--- config.mk ---
export PLATFORM = sky130hd
export DESIGN_NAME = cart_rumble_command_decoder_top_flat
export DESIGN_NICKNAME = d
export VERILOG_FILES = /design/src/sv/crcd_pkg.sv /design/src/sv/crcd_ifs.sv /design/src/sv/cart_rumble_command_decoder_top.sv /design/src/flat_wrapper.sv
export SDC_FILE = /design/constraint.sdc
export NUM_CORES = 1
export LEC_CHECK = 0
export BUFFER_PORTS_ARGS = -buffer_cell sky130_fd_sc_hd__clkbuf_2
export CELL_PAD_IN_SITES_DETAIL_PLACEMENT = 1
export CELL_PAD_IN_SITES_GLOBAL_PLACEMENT = 1
export CORE_UTILIZATION = 35
export CTS_CLUSTER_SIZE = 24
export DETAILED_ROUTE_END_ITERATION = 12
export GPL_TIMING_DRIVEN = 0
export PLACE_DENSITY = 0.69
export REMOVE_ABC_BUFFERS = 1
export SYNTH_ARGS = -nofsm -noshare
export SYNTH_HDL_FRONTEND = slang
export SYNTH_SLANG_ARGS = --single-unit
--- constraint.sdc ---
create_clock -name clk -period 6 [get_ports clk]
set_input_delay 0 -clock clk [delete_from_list [all_inputs] [get_ports clk]]
set_output_delay 0 -clock clk [all_outputs]
set_load 0.03 [all_outputs]
--- src/sv/crcd_pkg.sv ---
// ----------------------------------------------------------------------------
// crcd_pkg - cartridge rumble command decoder definitions
// Shared codes, match constants and field widths for the decoder and its
// channel interfaces.
// ----------------------------------------------------------------------------
package crcd_pkg;

	localparam int unsigned ADDR_W  = 32;
	localparam int unsigned DATA_W  = 16;
	localparam int unsigned DELAY_W = 16;

	// Item kind carried in the action field
	localparam logic ACT_WRITE = 1'b0;
	localparam logic ACT_TICK  = 1'b1;

	localparam logic [DELAY_W-1:0] OFF_DELAY_RESET = 16'd200;

	// Bus addresses recognized by the sequencer
	localparam logic [ADDR_W-1:0] ADDR_UNLOCK0 = 32'h09FE_0000;
	localparam logic [ADDR_W-1:0] ADDR_UNLOCK1 = 32'h0800_0000;
	localparam logic [ADDR_W-1:0] ADDR_UNLOCK2 = 32'h0802_0000;
	localparam logic [ADDR_W-1:0] ADDR_UNLOCK3 = 32'h0804_0000;
	localparam logic [ADDR_W-1:0] ADDR_MODE    = 32'h09E2_0000;
	localparam logic [ADDR_W-1:0] ADDR_END     = 32'h09FC_0000;
	localparam logic [ADDR_W-1:0] ADDR_COMMIT  = 32'h0800_1000;

	// Data values recognized by the sequencer
	localparam logic [DATA_W-1:0] DATA_KEY_A   = 16'hD200;
	localparam logic [DATA_W-1:0] DATA_KEY_B   = 16'h1500;
	localparam logic [7:0]        BYTE_NOP     = 8'hF1;
	localparam logic [7:0]        BYTE_HOLD    = 8'h07;
	localparam logic [7:0]        BYTE_PULSE   = 8'h08;
	localparam logic [7:0]        BYTE_CMT_DIR = 8'h00;
	localparam logic [7:0]        BYTE_CMT_HLD = 8'h02;

	typedef enum logic [2:0] {
		SEQ_IDLE    = 3'd0,
		SEQ_UNLOCK1 = 3'd1,
		SEQ_UNLOCK2 = 3'd2,
		SEQ_UNLOCK3 = 3'd3,
		SEQ_UNLOCK4 = 3'd4,
		SEQ_DATA    = 3'd5,
		SEQ_END     = 3'd6
	} seq_state_t;

	typedef enum logic [1:0] {
		MODE_UNSET = 2'd0,
		MODE_PULSE = 2'd1,
		MODE_HOLD  = 2'd2
	} mode_t;

	typedef enum logic [1:0] {
		EVT_NONE = 2'd0,
		EVT_ON   = 2'd1,
		EVT_OFF  = 2'd2
	} evt_t;

endpackage

--- src/sv/crcd_ifs.sv ---
// ----------------------------------------------------------------------------
// crcd channel interfaces
// Valid/ready channels for decoder input items and result items.
// ----------------------------------------------------------------------------
interface crcd_in_if;
	import crcd_pkg::*;

	logic              valid;
	logic              ready;
	logic              action;
	logic [ADDR_W-1:0] bus_address;
	logic [DATA_W-1:0] write_data;

	modport source (output valid, action, bus_address, write_data, input ready);
	modport sink   (input valid, action, bus_address, write_data, output ready);
endinterface

interface crcd_out_if;
	import crcd_pkg::*;

	logic       valid;
	logic       ready;
	logic       motor_on;
	logic [1:0] drive_event;
	logic [2:0] sequence_step;

	modport source (output valid, motor_on, drive_event, sequence_step, input ready);
	modport sink   (input valid, motor_on, drive_event, sequence_step, output ready);
endinterface

--- src/sv/cart_rumble_command_decoder_top.sv ---
// Order: an input transfer loads the input register; the result register
//   loads from it once it frees (empty, or its result transfers out).
// Throughput: one item per cycle; a new item is taken while a finished
//   result waits, limited only by the two-entry pipeline filling under stall.
// Reset: arst_n clears all control and decoder state at once; the off delay
//   returns to 200 ticks. No clearing pass is needed.
// ----------------------------------------------------------------------------
// cart_rumble_command_decoder_top - cartridge rumble command decoder
// Matches cartridge bus writes against an unlock/command sequence, drives the
// motor level and runs the pulse-mode off countdown on millisecond ticks.
// ----------------------------------------------------------------------------
module cart_rumble_command_decoder_top (
	input  logic                      clk,
	input  logic                      arst_n,
	crcd_in_if.sink                   cmd,
	crcd_out_if.source                rsp,
	input  logic                      cfg_we,
	input  logic [crcd_pkg::DELAY_W-1:0] cfg_wdata
);
	import crcd_pkg::*;

	// Input stage
	logic              valid_s1;
	logic              action_s1;
	logic [ADDR_W-1:0] addr_s1;
	logic [DATA_W-1:0] data_s1;

	// Result stage
	logic       rsp_valid_q;
	logic       motor_out_q;
	evt_t       evt_out_q;
	seq_state_t step_out_q;

	// Decoder state
	seq_state_t         seq_q;
	mode_t              mode_q;
	logic               motor_q;
	logic               pend_q;
	logic [DELAY_W-1:0] cnt_q;
	logic [DELAY_W-1:0] delay_q;

	// Next-state values
	seq_state_t         seq_nx;
	mode_t              mode_nx;
	logic               motor_nx;
	logic               pend_nx;
	logic [DELAY_W-1:0] cnt_nx;
	logic [DELAY_W-1:0] cnt_dec;
	evt_t               evt_nx;
	logic               commit;
	logic [7:0]         byte_s1;

	logic rsp_free;
	logic adv_s1;

	// The result register frees when empty or when its item transfers out;
	// the input register, when it holds an item, advances into it whenever it frees.
	assign rsp_free  = !rsp_valid_q || rsp.ready;
	assign adv_s1    = valid_s1 && rsp_free;
	assign cmd.ready = !valid_s1 || rsp_free;

	assign byte_s1 = data_s1[7:0];

	// Hold the off delay; writes must arrive only while the block is idle (the user's duty; not enforced).
	always_ff @(posedge clk or negedge arst_n) begin
		if (!arst_n) begin
			delay_q <= OFF_DELAY_RESET;
		end else if (cfg_we) begin
			delay_q <= cfg_wdata;
		end
	end

	// Capture each transfer into the input stage.
	always_ff @(posedge clk or negedge arst_n) begin
		if (!arst_n) begin
			valid_s1 <= 1'b0;
		end else if (cmd.ready) begin
			valid_s1 <= cmd.valid;
		end
	end

	always_ff @(posedge clk) begin
		if (cmd.valid && cmd.ready) begin
			action_s1 <= cmd.action;
			addr_s1   <= cmd.bus_address;
			data_s1   <= cmd.write_data;
		end
	end

	// Decode one item against the current state.
	always_comb begin
		seq_nx   = SEQ_IDLE;
		mode_nx  = mode_q;
		motor_nx = motor_q;
		pend_nx  = pend_q;
		cnt_nx   = cnt_q;
		evt_nx   = EVT_NONE;
		commit   = 1'b0;
		cnt_dec  = (cnt_q != '0) ? cnt_q - 1'b1 : cnt_q;

		if (action_s1 == ACT_TICK) begin
			// Ticks leave the sequencer alone and run the countdown.
			seq_nx = seq_q;
			if (pend_q) begin
				cnt_nx = cnt_dec;
				if (cnt_dec == '0 && mode_q == MODE_PULSE && motor_q) begin
					motor_nx = 1'b0;
					pend_nx  = 1'b0;
					evt_nx   = EVT_OFF;
				end
			end
		end else begin
			case (seq_q)
				SEQ_IDLE: begin
					if (addr_s1 == ADDR_UNLOCK0 && data_s1 == DATA_KEY_A) begin
						seq_nx = SEQ_UNLOCK1;
					end else if (addr_s1 == ADDR_MODE && byte_s1 == BYTE_PULSE) begin
						mode_nx = MODE_PULSE;
						seq_nx  = SEQ_DATA;
					end else if (addr_s1 == ADDR_COMMIT && byte_s1 == BYTE_CMT_DIR) begin
						// Direct commit without the unlock run
						mode_nx = MODE_PULSE;
						commit  = 1'b1;
					end
				end
				SEQ_UNLOCK1: begin
					if (addr_s1 == ADDR_UNLOCK1 && data_s1 == DATA_KEY_B) seq_nx = SEQ_UNLOCK2;
				end
				SEQ_UNLOCK2: begin
					if (addr_s1 == ADDR_UNLOCK2 && data_s1 == DATA_KEY_A) seq_nx = SEQ_UNLOCK3;
				end
				SEQ_UNLOCK3: begin
					if (addr_s1 == ADDR_UNLOCK3 && data_s1 == DATA_KEY_B) seq_nx = SEQ_UNLOCK4;
				end
				SEQ_UNLOCK4: begin
					if (addr_s1 == ADDR_MODE) begin
						if (byte_s1 == BYTE_NOP) begin
							seq_nx = SEQ_DATA;
						end else if (byte_s1 == BYTE_HOLD) begin
							mode_nx = MODE_HOLD;
							seq_nx  = SEQ_DATA;
						end else if (byte_s1 == BYTE_PULSE) begin
							mode_nx = MODE_PULSE;
							seq_nx  = SEQ_DATA;
						end
					end
				end
				SEQ_DATA: begin
					if (addr_s1 == ADDR_END && data_s1 == DATA_KEY_B) seq_nx = SEQ_END;
				end
				SEQ_END: begin
					if (addr_s1 == ADDR_COMMIT) begin
						mode_nx = (byte_s1 == BYTE_CMT_HLD) ? MODE_HOLD : MODE_PULSE;
						commit  = 1'b1;
					end
				end
				default: begin
					seq_nx = SEQ_IDLE;
				end
			endcase

			// Apply a commit under the mode just chosen; unset mode drops it.
			if (commit && (mode_nx == MODE_HOLD || mode_nx == MODE_PULSE)) begin
				if (mode_nx == MODE_HOLD) begin
					pend_nx = 1'b0;
					cnt_nx  = '0;
				end else begin
					pend_nx = 1'b1;
					cnt_nx  = delay_q;
				end
				motor_nx = 1'b1;
				evt_nx   = motor_q ? EVT_NONE : EVT_ON;
			end
		end
	end

	// Advance decoder state as the item moves into the result register.
	always_ff @(posedge clk or negedge arst_n) begin
		if (!arst_n) begin
			seq_q   <= SEQ_IDLE;
			mode_q  <= MODE_UNSET;
			motor_q <= 1'b0;
			pend_q  <= 1'b0;
			cnt_q   <= '0;
		end else if (adv_s1) begin
			seq_q   <= seq_nx;
			mode_q  <= mode_nx;
			motor_q <= motor_nx;
			pend_q  <= pend_nx;
			cnt_q   <= cnt_nx;
		end
	end

	// Result register
	always_ff @(posedge clk or negedge arst_n) begin
		if (!arst_n) begin
			rsp_valid_q <= 1'b0;
		end else if (rsp_free) begin
			rsp_valid_q <= valid_s1;
		end
	end

	always_ff @(posedge clk) begin
		if (adv_s1) begin
			motor_out_q <= motor_nx;
			evt_out_q   <= evt_nx;
			step_out_q  <= seq_nx;
		end
	end

	assign rsp.valid         = rsp_valid_q;
	assign rsp.motor_on      = motor_out_q;
	assign rsp.drive_event   = evt_out_q;
	assign rsp.sequence_step = step_out_q;

	// A pending off implies the motor is running.
	a_pend_motor: assert property (@(posedge clk) disable iff (!arst_n)
		pend_q |-> motor_q)
		else $error("off pending with motor off");

	// Ticks never move the sequencer.
	a_tick_seq: assert property (@(posedge clk) disable iff (!arst_n)
		(adv_s1 && action_s1 == ACT_TICK) |=> $stable(seq_q))
		else $error("tick changed sequencer state");

	// A switch-on result reports the motor on, a switch-off result reports it off.
	a_evt_level: assert property (@(posedge clk) disable iff (!arst_n)
		rsp_valid_q |-> ((evt_out_q == EVT_ON && motor_out_q)
			|| (evt_out_q == EVT_OFF && !motor_out_q) || evt_out_q == EVT_NONE))
		else $error("drive event disagrees with motor level");

	// Decoder state only moves when an item advances.
	a_hold_state: assert property (@(posedge clk) disable iff (!arst_n)
		!adv_s1 |=> ($stable(motor_q) && $stable(cnt_q) && $stable(mode_q)))
		else $error("decoder state moved without an item");

endmodule

--- src/flat_wrapper.sv ---
// flat-port wrapper written by rule: the top's interface ports become plain ports
module cart_rumble_command_decoder_top_flat import crcd_pkg::*;
  (clk, arst_n, cfg_we, cfg_wdata, cmd_valid, cmd_action, cmd_bus_address, cmd_write_data, cmd_ready, rsp_valid, rsp_motor_on, rsp_drive_event, rsp_sequence_step, rsp_ready);
  crcd_in_if cmd_i ();
  crcd_out_if rsp_i ();
  input  logic clk;
  input  logic arst_n;
  input  logic cfg_we;
  input  logic [crcd_pkg::DELAY_W-1:0] cfg_wdata;
  input wire logic [$bits(cmd_i.valid)-1:0] cmd_valid;
  input wire logic [$bits(cmd_i.action)-1:0] cmd_action;
  input wire logic [$bits(cmd_i.bus_address)-1:0] cmd_bus_address;
  input wire logic [$bits(cmd_i.write_data)-1:0] cmd_write_data;
  output wire logic [$bits(cmd_i.ready)-1:0] cmd_ready;
  output wire logic [$bits(rsp_i.valid)-1:0] rsp_valid;
  output wire logic [$bits(rsp_i.motor_on)-1:0] rsp_motor_on;
  output wire logic [$bits(rsp_i.drive_event)-1:0] rsp_drive_event;
  output wire logic [$bits(rsp_i.sequence_step)-1:0] rsp_sequence_step;
  input wire logic [$bits(rsp_i.ready)-1:0] rsp_ready;
  assign cmd_i.valid = cmd_valid;
  assign cmd_i.action = cmd_action;
  assign cmd_i.bus_address = cmd_bus_address;
  assign cmd_i.write_data = cmd_write_data;
  assign cmd_ready = cmd_i.ready;
  assign rsp_valid = rsp_i.valid;
  assign rsp_motor_on = rsp_i.motor_on;
  assign rsp_drive_event = rsp_i.drive_event;
  assign rsp_sequence_step = rsp_i.sequence_step;
  assign rsp_i.ready = rsp_ready;
  cart_rumble_command_decoder_top u_core (.clk(clk), .arst_n(arst_n), .cmd(cmd_i), .rsp(rsp_i), .cfg_we(cfg_we), .cfg_wdata(cfg_wdata));
endmodule
==> results.md <==
- Worst-Skew Late Latency: 0.35 ns
- Hold buffers post-CTS: 69
- Num CTS Buffers: 9
- Post-synthesis sequential area ratio: between 50 and 60%
- Hold violation total from the final report: 0
- Post-CTS Resized: 0
- Fin Setup TNS: 0 ns
- DRC: 0
- Tmin final: approximately 4.4 ns
- Area Growth Syn to Fin: 35.0%
- Setup violations, final: 0
- RSZ-0062 raised after global routing: no
- Pre-antenna DRT Iters: 4
- Antenna violation net count after detailed routing: 0
- Worst EP required: 6.28 ns
- Asr flop ratio synth: 42.7%
- Number of fillers in the final layout: ~1300
- Die width: between 100 and 150 µm
- Number of flops mapped to enable cells by yosys: 55
- Slew Limit Fails: 0
- Post-DP HPWL: around 7300 µm
- Family with the most delay on the worst path: simple AND/OR/NAND/NOR gates
- TritonCTS Sinks: 96
- CP max stage delay: 0.61 ns
- Ys Warns: 0
- Critical path startpoint category: flop
- Worst Tran Pin Value: around 1.1 ns
- Top_reg_cell synth: edfxtp_1
- Gate Count Post-Synth: approximately 380
- Share of cells above drive strength 1: 23.6%
- DRC marker count from the first detailed-route iteration: 110
- Vias in the first global route: around 3900
- Largest net degree at the start of global routing: 47
- Peak Freq: between 200 and 250 MHz
- CP Cell Sequence: nor4_1 > nand4_1 > nor4_1 > a21oi_1 > a211oi_1 > nor3_1 > o32ai_1 > ha_1 > nor4_1 > a21o_1 > nand2_1 > o21ai_0 > a221o_1
- Vias per cell: 5.15
- Setup Fix Bufs, Post-CTS: 0
- Max clock buf depth: 2
- Core Area: approximately 13000 µm²
- Min-delay worst type: in -> reg
- GRT Overall Usage: approximately a fifth
- Setup WS pre-CTS: 1.67 ns
- # rows: 41
- Worst R2R Setup Slack: ~1.6 ns
- Die H: ~120 µm
- Syn Area/Cell: 11.8 µm²
- Max cap viols: 0
- Antenna Cells: 0
- H-tree depth: 3
- First-pass GRT wire length: 19100 µm
- Synth cell types: just over 60
- Max FO, Critical Path: 16
- Boundary pin count: 78
- Initial Util: between 30% and 40%
- CP dominant cell by count: nor4_1
- Clock-pin slew on the worst setup and hold paths: 0.06 ns
- Critical Path Sink Type: flop
- IO buf count: 77
- Routed len/inst: roughly 16 µm
- Final Skew: approximately 0.0058 ns
- Commonest non-fill, non-tap cells in the layout: clkbuf_2 (78), dlygate4sd3_1 (69), edfxtp_1 (55)
- Initial antenna violation count: 0
- Commonest non-fill, non-tap cell in the layout: clkbuf_2
- Maximum vdd drop: around 0.00018 V
- Fin crit share: between 70 and 80%
- Final Worst Setup Slack: about 1.6 ns
- Outcome: finished, final reports clean
- Gr ovfl total: 0
- Synth Cell Area: ~4500 µm²
- Detailed-route wire length: 11500 µm
- Critical path buffers and inverters: 0
- Fin nets: 601
- CTS tree: yes
- Critical path type: reg -> reg
- #FFs+latches synth: 96
- Crit path DAT: around 4.7 ns
- Total number of vias: around 3600
- Die area: roughly 13000 µm²
- Root Buffer: clkbuf_16
- Max stage delay cell, worst path: nor4_1
- Power density over the cells: 292 nW/µm²
- Max transition margin: 24.6%
- Gp weighted congestion: 0.844
- Leakage: 2.32 nW
-- state kept, by name (all words and copies together) (netlist names) --
name,flops
u_core.rsp.valid,1
u_core.delay_q,16
u_core.mode_q,2
u_core.data_s1,16
u_core.rsp.drive_event,2
u_core.rsp.sequence_step,3
u_core.seq_q,3
u_core.pend_q,1
u_core.valid_s1,1
u_core.cnt_q,16
u_core.addr_s1,32
u_core.motor_q,1
u_core.rsp.motor_on,1
u_core.action_s1,1
-- metrics by stage --
step | utilization (%) | hold WS [ns] | power (mW) | std cells | cell area (µm²)
6_report | 48.3 | 0.267 | 1.78 | 705 | 6070
5_1_grt | 48.3 | 0.281 | 1.87 | 705 | 6070
4_1_cts | 48.3 | 0.270 | 1.79 | 705 | 6070
3_5_place_dp | 40.4 | 0.179 | 1.17 | 620 | 5070
3_3_place_gp | 40.2 | 0.176 | 1.15 | 619 | 5050
2_1_floorplan | - | -0.296 | 1.05 | 370 | 4450
-- report_power, final --
group	internal (mW)	switching, mW	leakage, nW
sequential	0.780	0.0833	1.01
clock	0.342	0.240	0.150
combinational	0.156	0.174	1.16
total	1.28	0.497	2.32
-- synthesized netlist by cell type, types with 5 or more instances --
cell	instances	area (µm²)
nor4_1	17	106
nand2_1	22	82.6
nand2b_1	8	50.1
or4_1	5	37.5
nor2b_1	9	56.3
inv_1	9	33.8
o21ai_0	17	85.1
a21oi_1	17	85.1
nand3_1	15	75.1
edfxtp_1	55	1650
clkbuf_1	9	33.8
a31oi_1	7	43.8
nor2_1	30	113
mux2_2	19	214
nand4_1	5	31.3
dfrtp_1	38	951
nor3_1	11	55.1
o22ai_1	9	56.3
-- worst register-to-register path, stage by stage, from the launching register on --
cell	delay, ns
edfxtp_1	0.39
nor4_1	0.44
nand4_1	0.35
nor4_1	0.61
a21oi_1	0.17
a211oi_1	0.37
nor3_1	0.08
o32ai_1	0.14
ha_1	0.29
nor4_1	0.37
a21o_1	0.51
nand2_1	0.18
o21ai_0	0.22
a221o_1	0.17
-- final cells by class --
type,instances,area (µm²),share of cell area (%)
clock buffers,15,300,4.95
clock inverters,1,7.51,0.124
inverters,9,33.8,0.556
multi-input cells,265,1740,28.6
flip-flops and latches,96,2680,44.2
well taps,172,215,3.54
repair buffers,147,1100,18.1
-- routing by layer --
| metal | global-route usage, % | share of wire [%] | wire length [µm] | vias to the layer above |
|---|---|---|---|---|
| met5 | 0 | 0 | 0 | - |
| met4 | 5.45 | 0.98 | 112 | 0 |
| met3 | 4.48 | 3.4 | 395 | 8 |
| met1 | 21.9 | 43 | 4960 | 1776 |
| met2 | 34.6 | 52 | 6010 | 69 |
| li1 | - | - | - | 1777 |
-- cell families (layout without fill, tap and decap cells) --
group	after synthesis	after routing	share of synthesized area [%]
flip-flops	96	96	59.6
adder cells (fa/ha/maj)	3	3	0.835
multiplexers	21	21	5.20
AND/OR/NAND/NOR	157	157	19.9
AO/OA/AOI/OAI	81	81	12.0
buffers and inverters	21	172	1.78
XOR/XNOR	3	3	0.584
-- path summary, 6_finish.rpt --
check / startpoint / end / cells after the start
setup / recovery: u_core.addr_s1[6] / u_core.cnt_q[2] / 13
hold / removal: cfg_we / u_core.delay_q[1] / 2
setup reg to reg: u_core.addr_s1[6] / u_core.cnt_q[2] / 13
hold reg to reg: u_core.valid_s1 / u_core.rsp.valid / 1
max in group asynchronous: arst_n / u_core.delay_q[5] / 2
min in group asynchronous: arst_n / u_core.cnt_q[1] / 2
Power figures use the tool's default switching activity.
